**src/hw/rtl/tbpd_pkg.sv**
```systemverilog
// Shared types, register codes and constants for the twist/bend point deformer.
// Holds the CORDIC arctangent table and the fixed angle scale factors.
// No dependencies.
package tbpd_pkg;

   // Register map: index i at byte address 4*i
   localparam int CSR_ADDR_WIDTH = 3;

   typedef enum logic [0:0] {
      REG_MODE = 1'b0,
      REG_RATE = 1'b1
   } reg_index_type;

   typedef enum logic [0:0] {
      MODE_TWIST = 1'b0,
      MODE_BEND  = 1'b1
   } mode_type;

   typedef struct packed {
      mode_type           mode;
      logic signed [15:0] rate;
   } cfg_type;

   // 3.0 in Q4.12
   localparam logic signed [15:0] RATE_RESET = 16'sd12288;

   // round(2^32 / (2*pi)): Q28 radians to turns
   localparam logic [29:0] INV_TWO_PI_Q32 = 30'd683565276;

   // CORDIC datapath widths: x/y in Q30, residual phase in 2^-32 turn
   localparam int TRIG_WIDTH  = 32;
   localparam int PHASE_WIDTH = 33;

   localparam logic signed [TRIG_WIDTH-1:0] CORDIC_GAIN_Q30 = 32'sd652032874;

   // atan(2^-i) in units of 2^-32 turn
   function automatic logic [31:0] atan_turn(input logic [4:0] idx);
      logic [31:0] val;
      case (idx)
         5'd0:    val = 32'd536870912;
         5'd1:    val = 32'd316933406;
         5'd2:    val = 32'd167458907;
         5'd3:    val = 32'd85004756;
         5'd4:    val = 32'd42667331;
         5'd5:    val = 32'd21354465;
         5'd6:    val = 32'd10679838;
         5'd7:    val = 32'd5340245;
         5'd8:    val = 32'd2670163;
         5'd9:    val = 32'd1335087;
         5'd10:   val = 32'd667544;
         5'd11:   val = 32'd333772;
         5'd12:   val = 32'd166886;
         5'd13:   val = 32'd83443;
         5'd14:   val = 32'd41722;
         5'd15:   val = 32'd20861;
         5'd16:   val = 32'd10430;
         5'd17:   val = 32'd5215;
         5'd18:   val = 32'd2608;
         5'd19:   val = 32'd1304;
         5'd20:   val = 32'd652;
         5'd21:   val = 32'd326;
         5'd22:   val = 32'd163;
         5'd23:   val = 32'd81;
         5'd24:   val = 32'd41;
         5'd25:   val = 32'd20;
         5'd26:   val = 32'd10;
         5'd27:   val = 32'd5;
         5'd28:   val = 32'd3;
         5'd29:   val = 32'd1;
         5'd30:   val = 32'd1;
         default: val = 32'd0;
      endcase
      return val;
   endfunction

endpackage

```
**src/hw/rtl/tbpd_angle.sv**
```systemverilog
// Angle front end: rate*y, scale to turns, fold into [-1/4, 1/4) turn.
// Three register stages. Depends on tbpd_pkg for the turn scale factor.
module tbpd_angle #(
   parameter int COORD_WIDTH = 24,
   parameter int SIDE_WIDTH  = 72
) (
   input  logic                                     clock,
   input  logic                                     reset,
   input  logic                                     en,
   input  logic                                     in_valid,
   input  logic signed [15:0]                       rate,
   input  logic signed [COORD_WIDTH-1:0]            py,
   input  logic [SIDE_WIDTH-1:0]                    side_in,
   output logic                                     out_valid,
   output logic signed [tbpd_pkg::PHASE_WIDTH-1:0]  phase,
   output logic                                     flip,
   output logic [SIDE_WIDTH-1:0]                    side_out
);

   localparam int PROD_WIDTH = COORD_WIDTH + 16;

   // stage 1: exact angle in Q28 radians
   logic                         v1_ff, v1_in;
   logic signed [PROD_WIDTH-1:0] prod_ff, prod_in;
   logic [SIDE_WIDTH-1:0]        side1_ff, side1_in;
   // stage 2: two 30-bit halves times the constant
   logic                         v2_ff, v2_in;
   logic [59:0]                  lo_ff, lo_in;
   logic [29:0]                  hi_ff, hi_in;
   logic [SIDE_WIDTH-1:0]        side2_ff, side2_in;
   // stage 3: phase fold
   logic                                    v3_ff, v3_in;
   logic signed [tbpd_pkg::PHASE_WIDTH-1:0] phase_ff, phase_in;
   logic                                    flip_ff, flip_in;
   logic [SIDE_WIDTH-1:0]                   side3_ff, side3_in;

   logic [63:0] prod_ext;
   logic [59:0] hi_full;
   logic [59:0] turn_sum;
   logic [31:0] turn;

   // only bits 0..59 of the angle reach bits 28..59 of the scaled product
   assign prod_ext = 64'(prod_ff);
   assign hi_full  = prod_ext[59:30] * tbpd_pkg::INV_TWO_PI_Q32;
   assign turn_sum = lo_ff + {hi_ff, 30'd0};
   assign turn     = turn_sum[59:28];

   always_comb begin
      v1_in    = in_valid;
      prod_in  = rate * py;
      side1_in = side_in;

      v2_in    = v1_ff;
      lo_in    = prod_ext[29:0] * tbpd_pkg::INV_TWO_PI_Q32;
      hi_in    = hi_full[29:0];
      side2_in = side1_ff;

      // second or third quarter turn: add half a turn, negate cos/sin later
      v3_in    = v2_ff;
      flip_in  = turn[31] ^ turn[30];
      phase_in = tbpd_pkg::PHASE_WIDTH'($signed({turn[31] ^ flip_in, turn[30:0]}));
      side3_in = side2_ff;
   end

   always_ff @(posedge clock) begin
      if (reset) begin
         v1_ff <= 1'b0;
         v2_ff <= 1'b0;
         v3_ff <= 1'b0;
      end else if (en) begin
         v1_ff <= v1_in;
         v2_ff <= v2_in;
         v3_ff <= v3_in;
      end
   end

   always_ff @(posedge clock) begin
      if (en) begin
         prod_ff  <= prod_in;
         side1_ff <= side1_in;
         lo_ff    <= lo_in;
         hi_ff    <= hi_in;
         side2_ff <= side2_in;
         phase_ff <= phase_in;
         flip_ff  <= flip_in;
         side3_ff <= side3_in;
      end
   end

   assign out_valid = v3_ff;
   assign phase     = phase_ff;
   assign flip      = flip_ff;
   assign side_out  = side3_ff;

endmodule

```
**config.mk**
```make
export PLATFORM = sky130hd
export DESIGN_NAME = tbpd_angle
export DESIGN_NICKNAME = d
export VERILOG_FILES = /design/src/hw/rtl/tbpd_pkg.sv /design/src/hw/rtl/tbpd_angle.sv
export SDC_FILE = /design/constraint.sdc
export NUM_CORES = 2
export LEC_CHECK = 0
export ABC_AREA = 0
export BUFFER_PORTS_ARGS = -buffer_cell sky130_fd_sc_hd__buf_2
export CORE_UTILIZATION = 50
export CTS_BUF_LIST = sky130_fd_sc_hd__clkbuf_16
export DETAILED_ROUTE_END_ITERATION = 10
export PLACE_DENSITY = 0.7
export SLEW_MARGIN = 20
export SYNTH_ARGS = -nofsm -noshare
export SYNTH_HDL_FRONTEND = slang
export SYNTH_SLANG_ARGS = --single-unit
```
**constraint.sdc**
```tcl
create_clock -name clock -period 6.15 [get_ports clock]
set_clock_uncertainty 0.1 [all_clocks]
set_input_delay 0.3075 -clock clock [delete_from_list [all_inputs] [get_ports clock]]
set_output_delay 0.3075 -clock clock [all_outputs]
set_load 0.01 [all_outputs]
```
==> flow_summary.toml <==
[run_status]
status = "finished, violations left"
failed_checks = "setup timing"

[final_layout]
fin_nets = 6373
layout_common_cells = "inv_1, fa_1, ha_1, buf_4, edfxtp_1"
fillCellCount = 7334
instances_no_fill = 6076
drive_gt1_frac = 0.1909
fin_util = 0.6025
area_growth_syn_to_layout_pct = 19.53
final_common_cell = "inv_1"

[clocking]
cts.reportedPaths.clkPinSlew_ns = 0.06
cts_tree = "built"
cts_buffer_depth = 3
cts_root_buffer = "clkbuf_16"
htree_num_levels = 2
insertion_delay_ns = 0.57
cts-buffers-inserted = 38
clock-sinks = 352

[drt]
ant_nets = 0
via_per_inst = 4.943
num_vias = 30032
drt_iter0_markers = 1543
wl_um = 102100
first_pass_iters = 5
drc = 0
routedWlPerCell_um = 16.80

[timing]
setup_viol = 24
rsz0062_at_grt = "yes"
holdWs_ns = 0.1971
final.min_clock_period_ns = 6.541
hold_violations = 0
max_freq_mhz = 152.9
finalMaxSlewViolations = 0
worst_pin_slew_ns = 0.9398
slew_headroom = 0.3735
fin_crit_sh = 1.064
layout_setup_ws_ns = -0.3915

[global_route]
grt_pass1_wl_um = 165200
grt-ovfl-total = 0
grt_util_all_layers = 0.2274
grt_pass1_vias = 32608
grt_start_max_net_pins = 189
grt_antenna_before_repair = 1

[place]
dpl.cell_count = 5885
portBuffers = 222
gp_congestion = 0.9822
hpwl_um = 86570

[yosys]
synth_seq_cells = 352
postSynthCellCount = 4143
synth_area_um2 = 45370
syn-num-nets = 5644
ys.warnings.count = 0
synth_ff_type = "edfxtp_1"
ys_types = 75
synth.avg_cell_area_um2 = 10.95
synth_edf_count = 349
async_flop_share = 0
ys_seq_area_frac = 0.2323

[critical_path]
cp_data_arrival_time_ns = 6.77
path_class = "reg2reg"
crit_path_top_delay_cell = "fa_1"
critPathLaunchType = "register"
path_cells = "inv_2, fa_1, fa_1, fa_1, inv_2, fa_1, fa_1, fa_1, inv_2, fa_1, inv_2, ha_4, nand4_1, o21ai_2, nor2_2, a211o_1, a41o_4, a21o_4, o211ai_1, a21oi_1, xnor2_1"
critPathMaxStageDelay_ns = 0.57
crit_fanout = 5
path_common_cell = "fa_1"
cp.required_ns = 6.38
end_kind = "register"

[floorplanning]
die_w_um = 303.2
core_area_um2 = 90010
num_rows = 110
start_util = 0.5040
die-area_um2 = 91940
ios = 223
die_h_um = 303.2

[hold_path]
hp-class = "in2reg"

[run]
maxCapViolCount = 0
-- per-stage QoR --
step	setup TNS (ns)	instance area [um^2]	setup slack, ns
after CTS	-2.661	53560	-0.3106
final	-4.339	54230	-0.3915
after detailed placement	-10.60	51050	-0.5694
after global routing	-9.860	54230	-0.5882
after floorplan	-0.4646	45550	-0.1552
after global placement	-8.415	51050	-0.5383
-- routing by layer --
metal / vias to the layer above / share of wire / track usage
li1: 14218 / - / -
met1: 14955 / 0.45 / 0.3076
met2: 719 / 0.48 / 0.3916
met3: 140 / 0.050 / 0.02891
met4: 0 / 0.022 / 0.04905
met5: - / 0 / 0
-- final timing paths --
kind	start	to	slack [ns]	cells after the start
worst min-delay path	en	side2_ff[10]	0.20	1
worst min register to register	side1_ff[60]	side2_ff[60]	0.30	0
worst max register to register	prod_ff[11]	lo_ff[58]	-0.39	21
worst max-delay path	prod_ff[11]	lo_ff[58]	-0.39	21
-- critical path, delay by kind of cell, from the launching register on --
family / cells / cell delay [ns]
buffers and inverters: 4 / 0.30
and+or+nand+nor: 2 / 0.24
DFF: 1 / 0.45
adders and majority gates: 8 / 3.72
AOI/OAI and AO/OA: 6 / 1.36
xor gates and xnor gates: 1 / 0.12
-- sequential cells by signal, summed over array words and instances (netlist names) --
name and cells:
v1_ff 1, side_out 72, flip 1, side2_ff 72, out_valid 1, phase 32
hi_ff 28, prod_ff 40, side1_ff 72, v2_ff 1, lo_ff 32
-- cell usage after synthesis (4+ instances only) --
| cell type | instances | area share |
|---|---|---|
| ha_1 | 586 | 0.16 |
| clkbuf_1 | 67 | 0.0055 |
| a211oi_1 | 16 | 0.0026 |
| o21a_1 | 13 | 0.0022 |
| a21o_1 | 69 | 0.011 |
| nand2b_1 | 23 | 0.0032 |
| inv_1 | 1229 | 0.10 |
| nor2_1 | 87 | 0.0072 |
| and4_1 | 10 | 0.0019 |
| nand3_1 | 22 | 0.0024 |
| xnor2_1 | 95 | 0.018 |
| nor3_1 | 16 | 0.0018 |
| a21oi_1 | 103 | 0.011 |
| o21ai_1 | 6 | 0.00066 |
| a211o_1 | 5 | 0.00097 |
| o31ai_1 | 4 | 0.00066 |
| o211ai_1 | 10 | 0.0017 |
| edfxtp_1 | 349 | 0.23 |
| nand4_1 | 18 | 0.0025 |
| and3_1 | 6 | 0.00083 |
| o21ai_0 | 47 | 0.0052 |
| nor2b_1 | 8 | 0.0011 |
| a31o_2 | 4 | 0.00077 |
| a21boi_0 | 5 | 0.00083 |
| o21bai_1 | 9 | 0.0015 |
| and2_1 | 159 | 0.022 |
| xor2_1 | 36 | 0.0069 |
| mux2i_1 | 4 | 0.00088 |
| o2111ai_1 | 8 | 0.0015 |
| nand2_1 | 255 | 0.021 |
| a31oi_1 | 7 | 0.00097 |
| fa_1 | 799 | 0.35 |
-- kinds of logic (layout without fill, tap and decap cells) --
kind of cell | after synthesis | in the layout | synth area share
compound gates | 352 | 352 | 0.05254
xor+xnor | 132 | 132 | 0.02579
fa+ha+maj | 1385 | 1385 | 0.5142
buf+inv | 1298 | 2054 | 0.1075
flops | 352 | 352 | 0.2323
mux | 4 | 4 | 0.0008826
other cells | 0 | 1 | 0
simple gates | 620 | 620 | 0.06680
-- repair_timing --
item | 4_1_cts | 5_1_grt
endpoints found under the setup margin | 27 | 43
buffers inserted | 22 | 29
hold buffers | 74 | 0
gates resized for setup | 84 | 120
cloned | 0 | 0
endpoints found under the hold margin | 75 | 0
pin swaps | 40 | 55
-- final cells by class --
cell class	instances	area (um^2)	share of cell area
Clock inverter	29	279.0	0.005145
Antenna cell	1	2.502	0.00004615
Sequential cell	352	10540	0.1944
Inverter	1230	4617	0.08514
Clock buffer	38	950.9	0.01754
Multi-Input combinational cell	2493	30800	0.5680
Tap cell	1176	1471	0.02713
Timing Repair Buffer	757	5565	0.1026
Power is not shown: default switching activity piles up to over one toggle a cycle in this logic, so the estimate is an artifact.
