$ cat src/hw/rtl/tbpd_pkg.sv
// Shared types, register codes and constants for the twist/bend point deformer.
// Holds the CORDIC arctangent table and the fixed angle scale factors.
// No dependencies.
package tbpd_pkg;

   // Register map: index i at byte address 4*i
   localparam int CSR_ADDR_WIDTH = 3;

   typedef enum logic [0:0] {
      REG_MODE = 1'b0,
      REG_RATE = 1'b1
   } reg_index_type;

   typedef enum logic [0:0] {
      MODE_TWIST = 1'b0,
      MODE_BEND  = 1'b1
   } mode_type;

   typedef struct packed {
      mode_type           mode;
      logic signed [15:0] rate;
   } cfg_type;

   // 3.0 in Q4.12
   localparam logic signed [15:0] RATE_RESET = 16'sd12288;

   // round(2^32 / (2*pi)): Q28 radians to turns
   localparam logic [29:0] INV_TWO_PI_Q32 = 30'd683565276;

   // CORDIC datapath widths: x/y in Q30, residual phase in 2^-32 turn
   localparam int TRIG_WIDTH  = 32;
   localparam int PHASE_WIDTH = 33;

   localparam logic signed [TRIG_WIDTH-1:0] CORDIC_GAIN_Q30 = 32'sd652032874;

   // atan(2^-i) in units of 2^-32 turn
   function automatic logic [31:0] atan_turn(input logic [4:0] idx);
      logic [31:0] val;
      case (idx)
         5'd0:    val = 32'd536870912;
         5'd1:    val = 32'd316933406;
         5'd2:    val = 32'd167458907;
         5'd3:    val = 32'd85004756;
         5'd4:    val = 32'd42667331;
         5'd5:    val = 32'd21354465;
         5'd6:    val = 32'd10679838;
         5'd7:    val = 32'd5340245;
         5'd8:    val = 32'd2670163;
         5'd9:    val = 32'd1335087;
         5'd10:   val = 32'd667544;
         5'd11:   val = 32'd333772;
         5'd12:   val = 32'd166886;
         5'd13:   val = 32'd83443;
         5'd14:   val = 32'd41722;
         5'd15:   val = 32'd20861;
         5'd16:   val = 32'd10430;
         5'd17:   val = 32'd5215;
         5'd18:   val = 32'd2608;
         5'd19:   val = 32'd1304;
         5'd20:   val = 32'd652;
         5'd21:   val = 32'd326;
         5'd22:   val = 32'd163;
         5'd23:   val = 32'd81;
         5'd24:   val = 32'd41;
         5'd25:   val = 32'd20;
         5'd26:   val = 32'd10;
         5'd27:   val = 32'd5;
         5'd28:   val = 32'd3;
         5'd29:   val = 32'd1;
         5'd30:   val = 32'd1;
         default: val = 32'd0;
      endcase
      return val;
   endfunction

endpackage

$ cat src/hw/rtl/tbpd_csr.sv
// Configuration registers (mode, rate) behind an APB-style slave port.
// Depends on tbpd_pkg for the register codes and the config struct.
module tbpd_csr (
   input  logic                                clock,
   input  logic                                reset,
   input  logic                                csr_psel,
   input  logic                                csr_penable,
   input  logic                                csr_pwrite,
   input  logic [tbpd_pkg::CSR_ADDR_WIDTH-1:0] csr_paddr,
   input  logic [31:0]                         csr_pwdata,
   output logic [31:0]                         csr_prdata,
   output logic                                csr_pready,
   output tbpd_pkg::cfg_type                   cfg
);

   tbpd_pkg::cfg_type       cfg_ff;
   tbpd_pkg::cfg_type       cfg_in;
   tbpd_pkg::reg_index_type idx;
   logic                    wr_en;

   // word-aligned decode: bit 2 picks the register
   assign idx        = tbpd_pkg::reg_index_type'(csr_paddr[2]);
   assign csr_pready = 1'b1;
   assign wr_en      = csr_psel && csr_penable && csr_pwrite && csr_pready;

   // write path
   always_comb begin
      cfg_in = cfg_ff;
      if (wr_en) begin
         case (idx)
            tbpd_pkg::REG_MODE: cfg_in.mode = tbpd_pkg::mode_type'(csr_pwdata[0]);
            tbpd_pkg::REG_RATE: cfg_in.rate = csr_pwdata[15:0];
            default:            cfg_in = cfg_ff;
         endcase
      end
   end

   always_ff @(posedge clock) begin
      if (reset) begin
         cfg_ff.mode <= tbpd_pkg::MODE_TWIST;
         cfg_ff.rate <= tbpd_pkg::RATE_RESET;
      end else begin
         cfg_ff <= cfg_in;
      end
   end

   // read path
   always_comb begin
      case (idx)
         tbpd_pkg::REG_MODE: csr_prdata = {31'd0, cfg_ff.mode};
         tbpd_pkg::REG_RATE: csr_prdata = {{16{cfg_ff.rate[15]}}, cfg_ff.rate};
         default:            csr_prdata = 32'd0;
      endcase
   end

   assign cfg = cfg_ff;

endmodule

$ cat config.mk
export PLATFORM = sky130hd
export DESIGN_NAME = tbpd_csr
export DESIGN_NICKNAME = d
export VERILOG_FILES = /design/src/hw/rtl/tbpd_pkg.sv /design/src/hw/rtl/tbpd_csr.sv
export SDC_FILE = /design/constraint.sdc
export NUM_CORES = 1
export LEC_CHECK = 0
export ABC_AREA = 0
export BUFFER_PORTS_ARGS = -buffer_cell sky130_fd_sc_hd__buf_2
export CORE_MARGIN = 8
export CORE_UTILIZATION = 40
export CTS_BUF_LIST = sky130_fd_sc_hd__clkbuf_8 sky130_fd_sc_hd__clkbuf_16
export CTS_CLUSTER_DIAMETER = 60
export DETAILED_ROUTE_END_ITERATION = 7
export PLACE_DENSITY = 0.84
export SYNTH_ARGS = -nofsm -noshare
export SYNTH_HDL_FRONTEND = slang
export SYNTH_SLANG_ARGS = --single-unit
$ cat constraint.sdc
create_clock -name clock -period 1.3 [get_ports clock]
set_input_delay 0.26 -clock clock [delete_from_list [all_inputs] [get_ports clock]]
set_output_delay 0.26 -clock clock [all_outputs]
set_load 0.01 [all_outputs]
==> qor.log, run 1 <==
[power] total design power 0.00107 W
[drt] vias post-DR 902
[timing] final setup slack of the worst path 0.0801 ns
[cells_and_area] post-layout net count 204
[cells_and_area] ratio of cells with drive above 1 in the final layout 0.509
[yosys] Post-Synthesis Mean Instance Area 9.30 sq um
[floorplanning] overall die area 4400 sq um
[cells_and_area] multi-input logic area 509 sq um
[drt] average wire per standard cell 13.8 um
[cells_and_area] most common cell after layout, fill and taps aside buf_2
[clock_network] source-to-sink clock delay at the later pin of the worst-skew pair 0.24 ns
[power] static leakage power 0.693 nW
[yosys] share of synthesized flip-flops with an asynchronous set or reset 0
[drt] detailed router's first-iteration violation count 15
[power] power density over cell area 819 nW/um^2
[cells_and_area] antenna fix cells 0
[power] switching portion of total power 0.235
[placed_design] total placed cells including tap cells 188
[clock_network] CTS H-Tree Depth 1
[clock_network] total CTS buffers 3
[floorplanning] core footprint 2430 sq um
[run_status] run status finished clean
[timing] final worst-path cycle share 0.938
[global_routing] maximum number of pins on one net before global-route repair 34
[clock_network] clock tree from TritonCTS built
[placed_design] number of port buffers 70
[timing] Max Fclk 820 MHz
[cells_and_area] max reg flops 17
[floorplanning] overall die width 66.3 um
[power] internal power summed over all cells 0.000822 W
[drt] routed via count divided by cell count 4.67
[yosys] most frequently used flop master after synthesis dfxtp_1
[yosys] cell area after synthesis 1010 sq um
[placed_design] routability-driven placement congestion ratio 0.697
[clock_network] clock transition time at the flip-flop clock pins of the worst setup and hold paths 0.06 ns
[power] combinational share of power 0.144
[power] Sequential Power Share 0.503
[cells_and_area] synthesis-to-finish area growth 29.4%
[timing] Final Slew Violations 0
[floorplanning] die span in y 66.3 um
[global_routing] number of global-route vias before repair 986
[cells_and_area] post-route non-filler standard cell count 193
[drt] number of search-and-repair iterations in the first detailed-routing pass 4
[setup_path] arrival time at the worst endpoint 0.96 ns
[power] switching power summed over all nets 0.000252 W
[global_routing] initial antenna violation count 0
[clock_network] Clk Tree Root Cell clkbuf_8
[drt] remaining routing DRC violations 0
[timing] final hold violation count 0
[drt] residual antenna-violating net count after detailed routing 0
[cells_and_area] most frequent cells in the layout buf_2 (70), nand2b_1 (29), mux2i_1 (17), dfxtp_1 (16), and2_1 (10)
[timing] setup_tns 0 ns
[placed_design] worst setup slack before clock tree synthesis 0.140 ns
[global_routing] GRT overflow 0
[setup_path] CP max FO 3
[yosys] number of distinct standard cells referenced by the synthesized netlist 14
[yosys] FF+latch count, synth 17
[cells_and_area] Register Area 342 sq um
[yosys] EDFF count, synth 0
[clock_network] clock buffer depth 2
[timing] unrepaired setup endpoints after global routing false
[timing] Clock Skew 0 ns
[timing] final setup fails 0
[global_routing] global routing usage summed across all routing layers 0.122
[power] Max IR drop VDD 593 uV
[setup_path] Setup crit start kind register
[yosys] synthesized netlist cell count 109
[yosys] total of warnings raised by yosys 0
[power] clock group share of total power 0.353
[setup_path] Worst Path Class, Setup register to output port
[floorplanning] number of placement rows 18
[hold_path] Min-Delay Path Class input pin to register
[run] Max Cap Violations 0
[setup_path] element type at the critical path end output port
[timing] final critical path time including I/O delays and setup 1.22 ns
[setup_path] data required time at the worst endpoint 1.04 ns
[yosys] nets in the synthesized netlist 149
[placed_design] DPL Wire Length 2.08 mm
[global_routing] global-route wire length before repair 4.27 mm
[floorplanning] effective utilization at floorplan 0.417
[drt] wire length reported by the detailed router 2.66 mm
[yosys] sequential area share after synthesis 0.336
[cells_and_area] fill cell count 240
[timing] post-route worst hold slack 0.269 ns
[clock_network] count of clock tree sinks 17
[floorplanning] IO Pins 90
## power groups by stage
stage	clock network, W	logic, W	registers [W]
after floorplan	0	0.0000881	0.000556
after global placement	0	0.000150	0.000551
after detailed placement	0	0.000156	0.000552
after CTS	0.000391	0.000157	0.000540
after global routing	0.000417	0.000169	0.000542
final	0.000379	0.000155	0.000541
## final timing paths
check	from	to	slack, ns	cells after the start
worst max register to register	cfg[6]	cfg[6]	0.68	2
worst max-delay path	cfg[0]	csr_prdata[0]	0.08	2
worst min-delay path	csr_pwdata[5]	cfg[5]	0.27	3
worst min register to register	cfg[4]	cfg[4]	0.48	2
## logic make-up after synthesis
| group | Yosys count | synth area share |
|---|---|---|
| and+or+nand+nor | 50 | 0.310 |
| buffers and inverters | 23 | 0.172 |
| muxes | 18 | 0.179 |
| DFF | 17 | 0.336 |
| other | 1 | 0.00370 |
## synth_stat cells, types with 4 or more instances
library cell / instances / area [sq um]
and2_1: 10 / 62.6
and2_2: 5 / 37.5
buf_4: 17 / 128
clkbuf_1: 4 / 15.0
dfxtp_1: 17 / 340
mux2i_1: 17 / 170
nand2b_1: 29 / 181
nor2_1: 4 / 15.0
## what timing repair did
item / CTS / global route
setup endpoints to repair: 17 / 17
hold buffers: 0 / 0
hold endpoints to repair: 0 / 0
cloned: 0 / 1
gates resized for setup: 1 / 2
pin swaps: 0 / 1
buffers inserted: 0 / 0
## through the flow
| stage | instance area [sq um] | util |
|---|---|---|
| 5_1_grt | 1310 | 0.539 |
| 2_1_floorplan | 1010 | - |
| 6_report | 1310 | 0.539 |
| 3_5_place_dp | 1250 | 0.516 |
| 4_1_cts | 1300 | 0.535 |
| 3_3_place_gp | 1250 | 0.516 |
## final cells by class
| type | instances | share of cell area |
|---|---|---|
| clock buffer | 3 | 0.0315 |
| clock inverter | 1 | 0.00286 |
| timing repair buffer | 72 | 0.288 |
| multi-input combinational | 70 | 0.388 |
| tap | 30 | 0.0286 |
| sequential | 17 | 0.260 |
## critical path, cell delays in order, from the launching register on
cell	delay, ns
dfxtp_1	0.32
mux2_2	0.25
buf_2	0.14
## routing by layer
layer | global-route usage | routed length, um
met2 | 0.227 | 1320
met5 | 0 | 0
met1 | 0.116 | 948
met3 | 0.0525 | 373
met4 | 0.0400 | 12
Power figures use the tool's default switching activity.
==> run 2, diff against run 1 <==
--- a/config.mk
+++ b/config.mk
@@ -12,6 +12,7 @@
 export CTS_BUF_LIST = sky130_fd_sc_hd__clkbuf_8 sky130_fd_sc_hd__clkbuf_16
 export CTS_CLUSTER_DIAMETER = 60
 export DETAILED_ROUTE_END_ITERATION = 7
+export MAX_ROUTING_LAYER = met4
 export PLACE_DENSITY = 0.84
 export SYNTH_ARGS = -nofsm -noshare
 export SYNTH_HDL_FRONTEND = slang
==> qor.log, run 2 (synthesis results as in run 1) <==
[run_status] run status finished clean
[timing] unrepaired setup endpoints after global routing false
[setup_path] data required time at the worst endpoint 1.04 ns [about the same]
[cells_and_area] most common cell after layout, fill and taps aside buf_2
[global_routing] initial antenna violation count 0 [unchanged]
[floorplanning] number of placement rows 18 [unchanged]
[power] Sequential Power Share 0.502 [about the same]
[timing] setup_tns 0 ns [unchanged]
[setup_path] Setup crit start kind register
[placed_design] total placed cells including tap cells 188 [unchanged]
[drt] residual antenna-violating net count after detailed routing 0 [unchanged]
[timing] final critical path time including I/O delays and setup 1.22 ns [+0.00495 ns]
[cells_and_area] max reg flops 17 [unchanged]
[cells_and_area] antenna fix cells 0 [unchanged]
[drt] routed via count divided by cell count 4.63 [-1.0%]
[floorplanning] effective utilization at floorplan 0.417 [unchanged]
[timing] final worst-path cycle share 0.942 [+0.00381]
[power] combinational share of power 0.143 [about the same]
[floorplanning] IO Pins 90 [unchanged]
[floorplanning] core footprint 2430 sq um [unchanged]
[power] static leakage power 0.693 nW [unchanged]
[cells_and_area] post-route non-filler standard cell count 193 [unchanged]
[drt] vias post-DR 893 [-1.0%]
[timing] Clock Skew 0 ns [unchanged]
[clock_network] clock transition time at the flip-flop clock pins of the worst setup and hold paths 0.07 ns [about the same]
[cells_and_area] final core utilization 0.539 [unchanged]
[global_routing] global routing usage summed across all routing layers 0.125 [+0.00346]
[global_routing] number of global-route vias before repair 983 [-0.30%]
[power] switching power summed over all nets 0.000255 W [+1.1%]
[clock_network] hold buffers post-CTS 0 [unchanged]
[drt] wire length reported by the detailed router 2.66 mm [+0.11%]
[cells_and_area] post-layout net count 204 [unchanged]
[clock_network] post-CTS setup buffer count 0 [unchanged]
[floorplanning] overall die width 66.3 um [unchanged]
[timing] final setup fails 0 [unchanged]
[setup_path] Worst Path Class, Setup register to output port
[global_routing] GRT overflow 0 [unchanged]
[drt] detailed router's first-iteration violation count 10 [-5]
[cells_and_area] most frequent cells in the layout buf_2 (70), nand2b_1 (29), mux2i_1 (17), dfxtp_1 (16), and2_1 (10)
[hold_path] Min-Delay Path Class input pin to register
[setup_path] element type at the critical path end output port
[placed_design] number of port buffers 70 [unchanged]
[power] power density over cell area 822 nW/um^2 [+0.27%]
[timing] Final Slew Violations 0 [unchanged]
[drt] number of search-and-repair iterations in the first detailed-routing pass 4 [unchanged]
[power] clock group share of total power 0.355 [+0.002]
[drt] average wire per standard cell 13.8 um [+0.11%]
[clock_network] CTS H-Tree Depth 1 [unchanged]
[timing] final hold violation count 0 [unchanged]
[placed_design] routability-driven placement congestion ratio 0.705 [+1.1%]
[setup_path] CP max FO 3 [unchanged]
[clock_network] Clk Tree Root Cell clkbuf_8
[global_routing] maximum number of pins on one net before global-route repair 34 [unchanged]
[cells_and_area] synthesis-to-finish area growth 29.4% [unchanged]
[setup_path] depth of the most critical reg-to-reg path 2 [unchanged]
[floorplanning] die span in y 66.3 um [unchanged]
[floorplanning] overall die area 4400 sq um [unchanged]
[clock_network] count of clock tree sinks 17 [unchanged]
[clock_network] source-to-sink clock delay at the later pin of the worst-skew pair 0.24 ns [about the same]
[cells_and_area] ratio of cells with drive above 1 in the final layout 0.509 [unchanged]
[setup_path] arrival time at the worst endpoint 0.96 ns [about the same]
[timing] Max Fclk 816 MHz [-0.40%]
[clock_network] clock tree from TritonCTS built
[placed_design] DPL Wire Length 2.08 mm [unchanged]
[power] total design power 0.00108 W [+0.27%]
[hold_path] WHS Path Cells 3 [unchanged]
[power] Max IR drop VDD 596 uV [+0.43%]
[drt] remaining routing DRC violations 0 [unchanged]
[run] Max Cap Violations 0 [unchanged]
[power] internal power summed over all cells 0.000823 W [about the same]
[clock_network] clock buffer depth 2 [unchanged]
[power] switching portion of total power 0.237 [+0.00200]
[global_routing] global-route wire length before repair 4.28 mm [+0.16%]
[clock_network] total CTS buffers 3 [unchanged]
[cells_and_area] fill cell count 240 [unchanged]
run 2: cell counts in the layout (fill, tap and decap cells not counted):
Identical to the previous run, type by type.
run 2: cell type report:
type | instances | area [sq um] | area share
multi-input cells | 70 | 509 | 0.388
repair buffers | 72 | 378 | 0.288
flip-flops and latches | 17 | 342 | 0.260
clock buffers | 3 | 41.3 | 0.0315
well taps | 30 | 37.5 | 0.0286
clock inverters | 1 | 3.75 | 0.00286
run 2: worst paths after layout:
kind / startpoint / slack, ns / end
worst max-delay path: cfg[0] / 0.08 / csr_prdata[0]
worst min-delay path: csr_pwdata[5] / 0.27 / cfg[5]
worst max register to register: cfg[6] / 0.68 / cfg[6]
worst min register to register: cfg[4] / 0.48 / cfg[4]
run 2: critical path, stage by stage (launching register included):
cell	delay, ns
dfxtp_1	0.33
mux2_2	0.26
buf_2	0.14
run 2: per-layer routing:
layer	vias to the layer above	global-route usage	routed length, um
li1	434	-	-
met1	406	0.124	1010
met2	51	0.227	1320
met3	2	0.0390	317
met4	0	0.0400	12
met5	-	-	0
run 2: power groups by stage:
stage	Sequential [W]	Clock [W]	Combinational (W)
final	0.000541	0.000382	0.000155
after global routing	0.000542	0.000417	0.000169
after CTS	0.000540	0.000391	0.000157
after detailed placement	0.000552	0	0.000156
after global placement	0.000551	0	0.000150
after floorplan	0.000556	0	0.0000881
run 2: through the flow:
stage	cell area [sq um]	hold slack (ns)	setup slack [ns]
after floorplan	1010	0.415	0.180
after global placement	1250	0.466	0.157
after detailed placement	1250	0.472	0.140
after CTS	1300	0.266	0.0463
after global routing	1310	0.272	0.0398
final	1310	0.267	0.0752
run 2: repair_timing:
item                       in CTS  in global routing
resized for setup               1                  2
hold endpoints to repair        0                  0
setup endpoints to repair      17                 17
pin swaps                       0                  1
cloned                          0                  1
